--- src/rtl/thbw_pkg.sv ---
// shared types and constants for the terrain height and blend weight pipeline
// used by thbw_div and terrain_height_blend_weights; no dependencies
`default_nettype none

package thbw_pkg;

    // Q1.15 one and the slope thresholds
    localparam logic [15:0] W_ONE       = 16'h8000;
    localparam logic [16:0] SLOPE_HALF  = 17'd16384;
    localparam logic [16:0] SLOPE_POINT4 = 17'd13107;

    // steep sand/grass blend divides by one minus 0.4 (19661); exact reciprocal
    // rounded up with 32 fraction bits over the 2^15 scale
    localparam logic [63:0] STEEP_SPAN       = 64'd19661;
    localparam logic [63:0] SLOPE_RECIP_FULL =
        ((64'd1 << 47) + STEEP_SPAN - 64'd1) / STEEP_SPAN;
    localparam logic [32:0] SLOPE_RECIP      = SLOPE_RECIP_FULL[32:0];

    // quotient bits of the height blend divider
    localparam int unsigned QBITS = 15;

    // configuration register indexes
    localparam logic [2:0] REG_Y_TRANSLATION = 3'd0;
    localparam logic [2:0] REG_MAX_HEIGHT    = 3'd1;
    localparam logic [2:0] REG_MIN_HEIGHT    = 3'd2;
    localparam logic [2:0] REG_SAND_LEVEL    = 3'd3;
    localparam logic [2:0] REG_GRASS_LEVEL   = 3'd4;
    localparam logic [2:0] REG_ROCK_LEVEL    = 3'd5;

    // height band codes
    typedef logic [2:0] t_band;
    localparam t_band BAND_FLOOR = 3'd0;
    localparam t_band BAND_SAND  = 3'd1;
    localparam t_band BAND_GRASS = 3'd2;
    localparam t_band BAND_ROCK  = 3'd3;
    localparam t_band BAND_TOP   = 3'd4;

    // per vertex values that ride along with the divider
    typedef struct packed {
        logic [31:0] y;
        t_band       band;
        logic        steep;
        logic [15:0] b_sg;
        logic [15:0] b_sr;
    } t_side;

    typedef struct packed {
        logic [31:0] num;
        logic [31:0] den;
        t_side       side;
    } t_div_in;

    typedef struct packed {
        logic [QBITS-1:0] quo;
        t_side            side;
    } t_div_out;

endpackage

`default_nettype wire

--- src/rtl/thbw_div.sv ---
// pipelined restoring divider, one quotient bit per stage: floor(num * 2^15 / den)
// for num below den; depends on thbw_pkg for the request and response structs
`default_nettype none

module thbw_div (
    input  wire logic               i_clk,
    input  wire logic               i_rst_n,
    input  wire logic               i_en,
    input  wire logic               i_vld,
    input  wire thbw_pkg::t_div_in  i_req,
    output logic                    o_vld,
    output thbw_pkg::t_div_out      o_rsp
);
    import thbw_pkg::*;

    logic [QBITS-1:0] r_vld;
    logic [31:0]      r_rem  [QBITS-1];
    logic [31:0]      r_den  [QBITS-1];
    logic [QBITS-1:0] r_quo  [QBITS];
    t_side            r_side [QBITS];

    logic [31:0]      w_src_rem  [QBITS];
    logic [31:0]      w_src_den  [QBITS];
    logic [QBITS-1:0] w_src_quo  [QBITS];
    t_side            w_src_side [QBITS];
    logic [32:0]      w_shift    [QBITS];
    logic [32:0]      w_diff     [QBITS];
    logic [QBITS-1:0] w_ge;
    logic [31:0]      n_rem  [QBITS-1];
    logic [QBITS-1:0] n_quo  [QBITS];

    // stage sources and one shift-compare-subtract per stage
    always_comb begin
        w_src_rem[0]  = i_req.num;
        w_src_den[0]  = i_req.den;
        w_src_quo[0]  = '0;
        w_src_side[0] = i_req.side;
        for (int k = 1; k < QBITS; k++) begin
            w_src_rem[k]  = r_rem[k-1];
            w_src_den[k]  = r_den[k-1];
            w_src_quo[k]  = r_quo[k-1];
            w_src_side[k] = r_side[k-1];
        end
        for (int k = 0; k < QBITS; k++) begin
            w_shift[k] = {w_src_rem[k], 1'b0};
            w_diff[k]  = w_shift[k] - {1'b0, w_src_den[k]};
            w_ge[k]    = (w_shift[k] >= {1'b0, w_src_den[k]});
            n_quo[k]   = {w_src_quo[k][QBITS-2:0], w_ge[k]};
        end
        for (int k = 0; k < QBITS - 1; k++) begin
            n_rem[k] = w_ge[k] ? w_diff[k][31:0] : w_shift[k][31:0];
        end
    end

    // stage payload
    always_ff @(posedge i_clk) begin
        if (i_en) begin
            for (int k = 0; k < QBITS - 1; k++) begin
                r_rem[k] <= n_rem[k];
                r_den[k] <= w_src_den[k];
            end
            for (int k = 0; k < QBITS; k++) begin
                r_quo[k]  <= n_quo[k];
                r_side[k] <= w_src_side[k];
            end
        end
    end

    // valid bits move with the data
    always_ff @(posedge i_clk) begin
        if (!i_rst_n) begin
            r_vld <= '0;
        end else if (i_en) begin
            r_vld <= {r_vld[QBITS-2:0], i_vld};
        end
    end

    assign o_vld      = r_vld[QBITS-1];
    assign o_rsp.quo  = r_quo[QBITS-1];
    assign o_rsp.side = r_side[QBITS-1];

endmodule

`default_nettype wire

--- config.mk ---
export PLATFORM = sky130hd
export DESIGN_NAME = thbw_div
export DESIGN_NICKNAME = d
export VERILOG_FILES = /design/src/rtl/thbw_pkg.sv /design/src/rtl/thbw_div.sv
export SDC_FILE = /design/constraint.sdc
export NUM_CORES = 2
export LEC_CHECK = 0
export BUFFER_PORTS_ARGS = -buffer_cell sky130_fd_sc_hd__buf_4
export CELL_PAD_IN_SITES_DETAIL_PLACEMENT = 1
export CELL_PAD_IN_SITES_GLOBAL_PLACEMENT = 2
export CORE_ASPECT_RATIO = 1.1
export CORE_MARGIN = 4
export CORE_UTILIZATION = 46
export DETAILED_ROUTE_END_ITERATION = 6
export GPL_TIMING_DRIVEN = 0
export PLACE_DENSITY = 0.76
export SETUP_SLACK_MARGIN = 0.4
export SLEW_MARGIN = 10
export SYNTH_ARGS = -nofsm -noshare
export SYNTH_HDL_FRONTEND = slang
export SYNTH_SLANG_ARGS = --single-unit
--- constraint.sdc ---
create_clock -name i_clk -period 4.66 [get_ports i_clk]
set_input_delay 0.699 -clock i_clk [delete_from_list [all_inputs] [get_ports i_clk]]
set_output_delay 0.699 -clock i_clk [all_outputs]
set_load 0.1 [all_outputs]
==> summary.txt <==
Timing
  • Worst-margin pin slew: approximately 1.2 ns
  • Final setup viols: 0
  • RSZ-0062 raised after global routing: true
  • Slew headroom: 17.9%
  • Final hold violation count: 0
  • Achievable Freq: roughly 240 MHz
  • Tmin final: 4.17 ns
  • Clk_skew: slightly below 0.06 ns
  • Slew Limit Fails: 0
  • Fin crit share: 89.5%
  • Hold WS: between 0.08 and 0.09 ns

Pwr
  • Max VDD drop: ~420 µV
  • Leakage: a little over 40 nW
  • Final Power: 0.0663 W
  • Pwr dens: ~630 nW/µm²

Clock network
  • Clock tree sinks: just over 2k
  • Worst-path clk slew: 0.06 ns
  • H-Tree Depth: 4
  • Clock buffer depth: 3
  • CTS Root Cell: clkbuf_16
  • CTS tree: built
  • Cts bufs inserted: 205
  • Clock Latency Late Sink: between 0.8 and 0.9 ns

Floorplanning
  • Die H: 476 µm
  • CORE AREA: about 200000 µm²
  • DIE AREA: 206000 µm²
  • Row cnt: about 170
  • Chip Width: between 400 and 500 µm
  • # IOs: between 200 and 250
  • Initial Util: 46.3%

Setup path
  • Crit-path most repeated cell: a21oi_1
  • CP endpoint kind: flop
  • Startpoint types: flop
  • Crit-path max cell delay: 0.44 ns
  • Crit path DAT: approximately 4.7 ns
  • CP max stage cell: edfxtp_1
  • Critical path cell sequence: inv_1 > ha_1 > nor2b_1 > o2111ai_1 > and4_4 > o211ai_1 > a211o_1 > a41o_1 > o41ai_4 > a21oi_1 > or3_1 > buf_4 > clkbuf_2 > nor2_1 > a21oi_1
  • Worst path required time: around 5.2 ns
  • Crit path kind: flop to flop
  • CP bufs+invs: 3
  • Critical-path maximum fanout: 10
  • Family with the most delay on the worst path: compound AO/OA/AOI/OAI gates

Synthesis
  • Number of synthesis warnings: 0
  • Top_reg_cell synth: edfxtp_1
  • Synth async-reset ratio: 0%
  • #FFs+latches synth: 2051
  • Post-Syn Instances: 6615
  • Post-synth top area share: between 60% and 70%
  • Netlist cell types: 80
  • Synthesized area per cell: 13.8 µm²
  • Compound-Gate Fraction of Synth Area: between 10% and 20%
  • XOR/XNOR Fraction of Synth Area: 3.53%
  • Seq/Total Area, Yosys: about 67%
  • Mapped Nets: 7244
  • Synth Area in Simple Gates: 6.37%
  • Dominant cell type by area after synthesis: edfxtp_1
  • Main combinational cell family by area after synthesis: compound AO/OA/AOI/OAI gates
  • Mapped cell area: approximately 91000 µm²
  • Number of synthesized flops with an enable pin: 2036
  • Mux contribution to synthesized area: between 2 and 2.5%
  • Adder-Cell Fraction of Synth Area: approximately 7%
  • Top cells by area, synth: edfxtp_1, ha_1, a21oi_1

Status
  • Run status: finished clean

Cells and area
  • Final net count: 7797
  • Ratio of cells with drive above 1 in the final layout: 13.1%
  • Area Overhead vs Synth: 15.3%
  • Final core utilization: 53.4%

Route
  • Detailed Route WL: 198000 µm
  • DR iter-0 viols: 2294
  • Drc violations: 0
  • Drt first pass iters: 5
  • Wire per inst: approximately 20 µm
  • Vias: 51.8k
  • Via/cell ratio: 5.22
  • Final ANT Viol Nets: 0

Placement
  • Gp weighted congestion: 0.921
  • # port buffers: approximately 220
  • Post-DP HPWL: 148000 µm

Job
  • Max cap viols: 0

GRT
  • Initial antenna violation count: 1
  • Vias in the first global route: 57.6k
  • All-Layer GR Usage: 19.5%
  • GRT overflow: 0
  • Global-route wire length before repair: 313000 µm
  • Largest net degree at the start of global routing: 192

Worst hold path
  • HP Class: input pin to flop
[through the flow]
step | cell area, µm² | cells | TNS (ns) | setup WS, ns
global route | 105000 | 9936 | 0 | 0.359
detailed placement | 96800 | 9443 | -231.51 | -1.59
global placement | 96400 | 9429 | - | -15.01
finish | 105000 | 9937 | 0 | 0.491
CTS | 105000 | 9926 | 0 | 0.404
floorplan | 91500 | 6615 | 0 | 0.964
[per-layer routing]
metal  global-route usage (%)  vias to the layer above  part of all wire [%]
met2                     39.0                      634                    57
li1                         -                    25500                     -
met3                     2.67                      416                   2.3
met5                        0                        -                     0
met1                     18.7                    25300                    34
met4                     11.1                        0                   6.1
[area by class of cell]
| class | count | area [µm²] |
|---|---|---|
| Clock inverter | 147 | 1800 |
| Fill cell | 19300 | 92200 |
| Clock buffer | 232 | 5230 |
| Tap cell | 2595 | 3250 |
| Buffer | 182 | 1110 |
| Multi-Input combinational cell | 3778 | 27300 |
| Inverter | 604 | 2270 |
| Timing Repair Buffer | 346 | 3110 |
| Sequential cell | 2051 | 61400 |
| Antenna cell | 2 | 5.00 |
[worst paths after layout]
| check | startpoint | endpoint | slack (ns) | cells past startpoint |
|---|---|---|---|---|
| max | r_den[1][33]$_DFFE_PP_ | r_rem[1][69]$_DFFE_PP_ | 0.49 | 15 |
| min | i_req[80] | r_den[0][12]$_DFFE_PP_ | 0.09 | 1 |
| max reg2reg | r_den[1][33]$_DFFE_PP_ | r_rem[1][69]$_DFFE_PP_ | 0.49 | 15 |
| min reg2reg | r_side[1][406]$_DFFE_PP_ | r_side[1][474]$_DFFE_PP_ | 0.39 | 0 |
[worst register-to-register path, cell delays in order, from the launching register on]
cell       delay [ns]
edfxtp_1         0.44
inv_1            0.10
ha_1             0.25
nor2b_1          0.18
o2111ai_1        0.22
and4_4           0.32
o211ai_1         0.19
a211o_1          0.37
a41o_1           0.31
o41ai_4          0.31
a21oi_1          0.13
or3_1            0.33
buf_4            0.21
clkbuf_2         0.28
nor2_1           0.18
a21oi_1          0.07
[where the power goes]
part	internal, W	leakage (nW)	switching (W)
registers	0.0246	20.0	0.00150
clock network	0.00984	3.38	0.00697
logic	0.00977	17.7	0.0136
total	0.0442	41.1	0.0221
[synth_stat cells (15+ instances only)]
cell type,n
a211oi_1,35
a21boi_0,23
a21o_1,245
a21oi_1,502
a31oi_1,38
and2_1,21
and3_1,40
buf_4,68
clkbuf_1,89
dfxtp_1,15
edfxtp_1,2036
ha_1,479
inv_1,604
mux2_2,178
mux2i_1,24
nand2_1,331
nand2b_1,54
nand3_1,98
nand4_1,60
nor2_1,392
nor2b_1,76
nor3_1,56
nor4_1,22
o211ai_1,16
o21a_1,72
o21ai_0,323
o21bai_1,56
o31ai_1,34
or3_1,21
xnor2_1,225
xor2_1,144
[cells in the final DEF (no fill, tap or decap), types with 32 or more instances in the layout]
cell type         n
edfxtp_1       2036
inv_1           604
a21oi_1         492
ha_1            476
nor2_1          388
nand2_1         329
o21ai_0         313
buf_4           313
a21o_1          245
xnor2_1         225
clkbuf_16       205
mux2_2          178
xor2_1          144
nand3_1          98
dlygate4sd3_1    91
clkbuf_1         80
nor2b_1          76
o21a_1           72
nand4_1          60
o21bai_1         56
nor3_1           55
nand2b_1         54
clkinv_1         48
and3_1           40
clkinv_2         36
a31oi_1          32
[sequential cells by signal, summed over array words and instances, names as in the netlist]
| register | cells |
|---|---|
| r_rem | 448 |
| r_quo | 120 |
| r_den | 448 |
| r_vld | 15 |
| r_side | 1020 |
[logic make-up (layout without fill, tap and decap cells)]
| kind of cell | Yosys count | after routing |
|---|---|---|
| other cells | 0 | 2 |
| fa+ha+maj | 493 | 493 |
| compound gates | 1480 | 1480 |
| simple gates | 1234 | 1234 |
| flops | 2051 | 2051 |
| buf+inv | 786 | 1511 |
| xor+xnor | 369 | 369 |
| mux | 202 | 202 |
[repair_timing]
action | CTS | global route
buffers inserted | 13 | 9
setup endpoints to repair | 438 | 250
pin swaps | 14 | 16
resized for setup | 137 | 59
cloned | 0 | 0
hold buffers | 91 | 0
hold endpoints to repair | 91 | 0
Power figures use the tool's default switching activity.
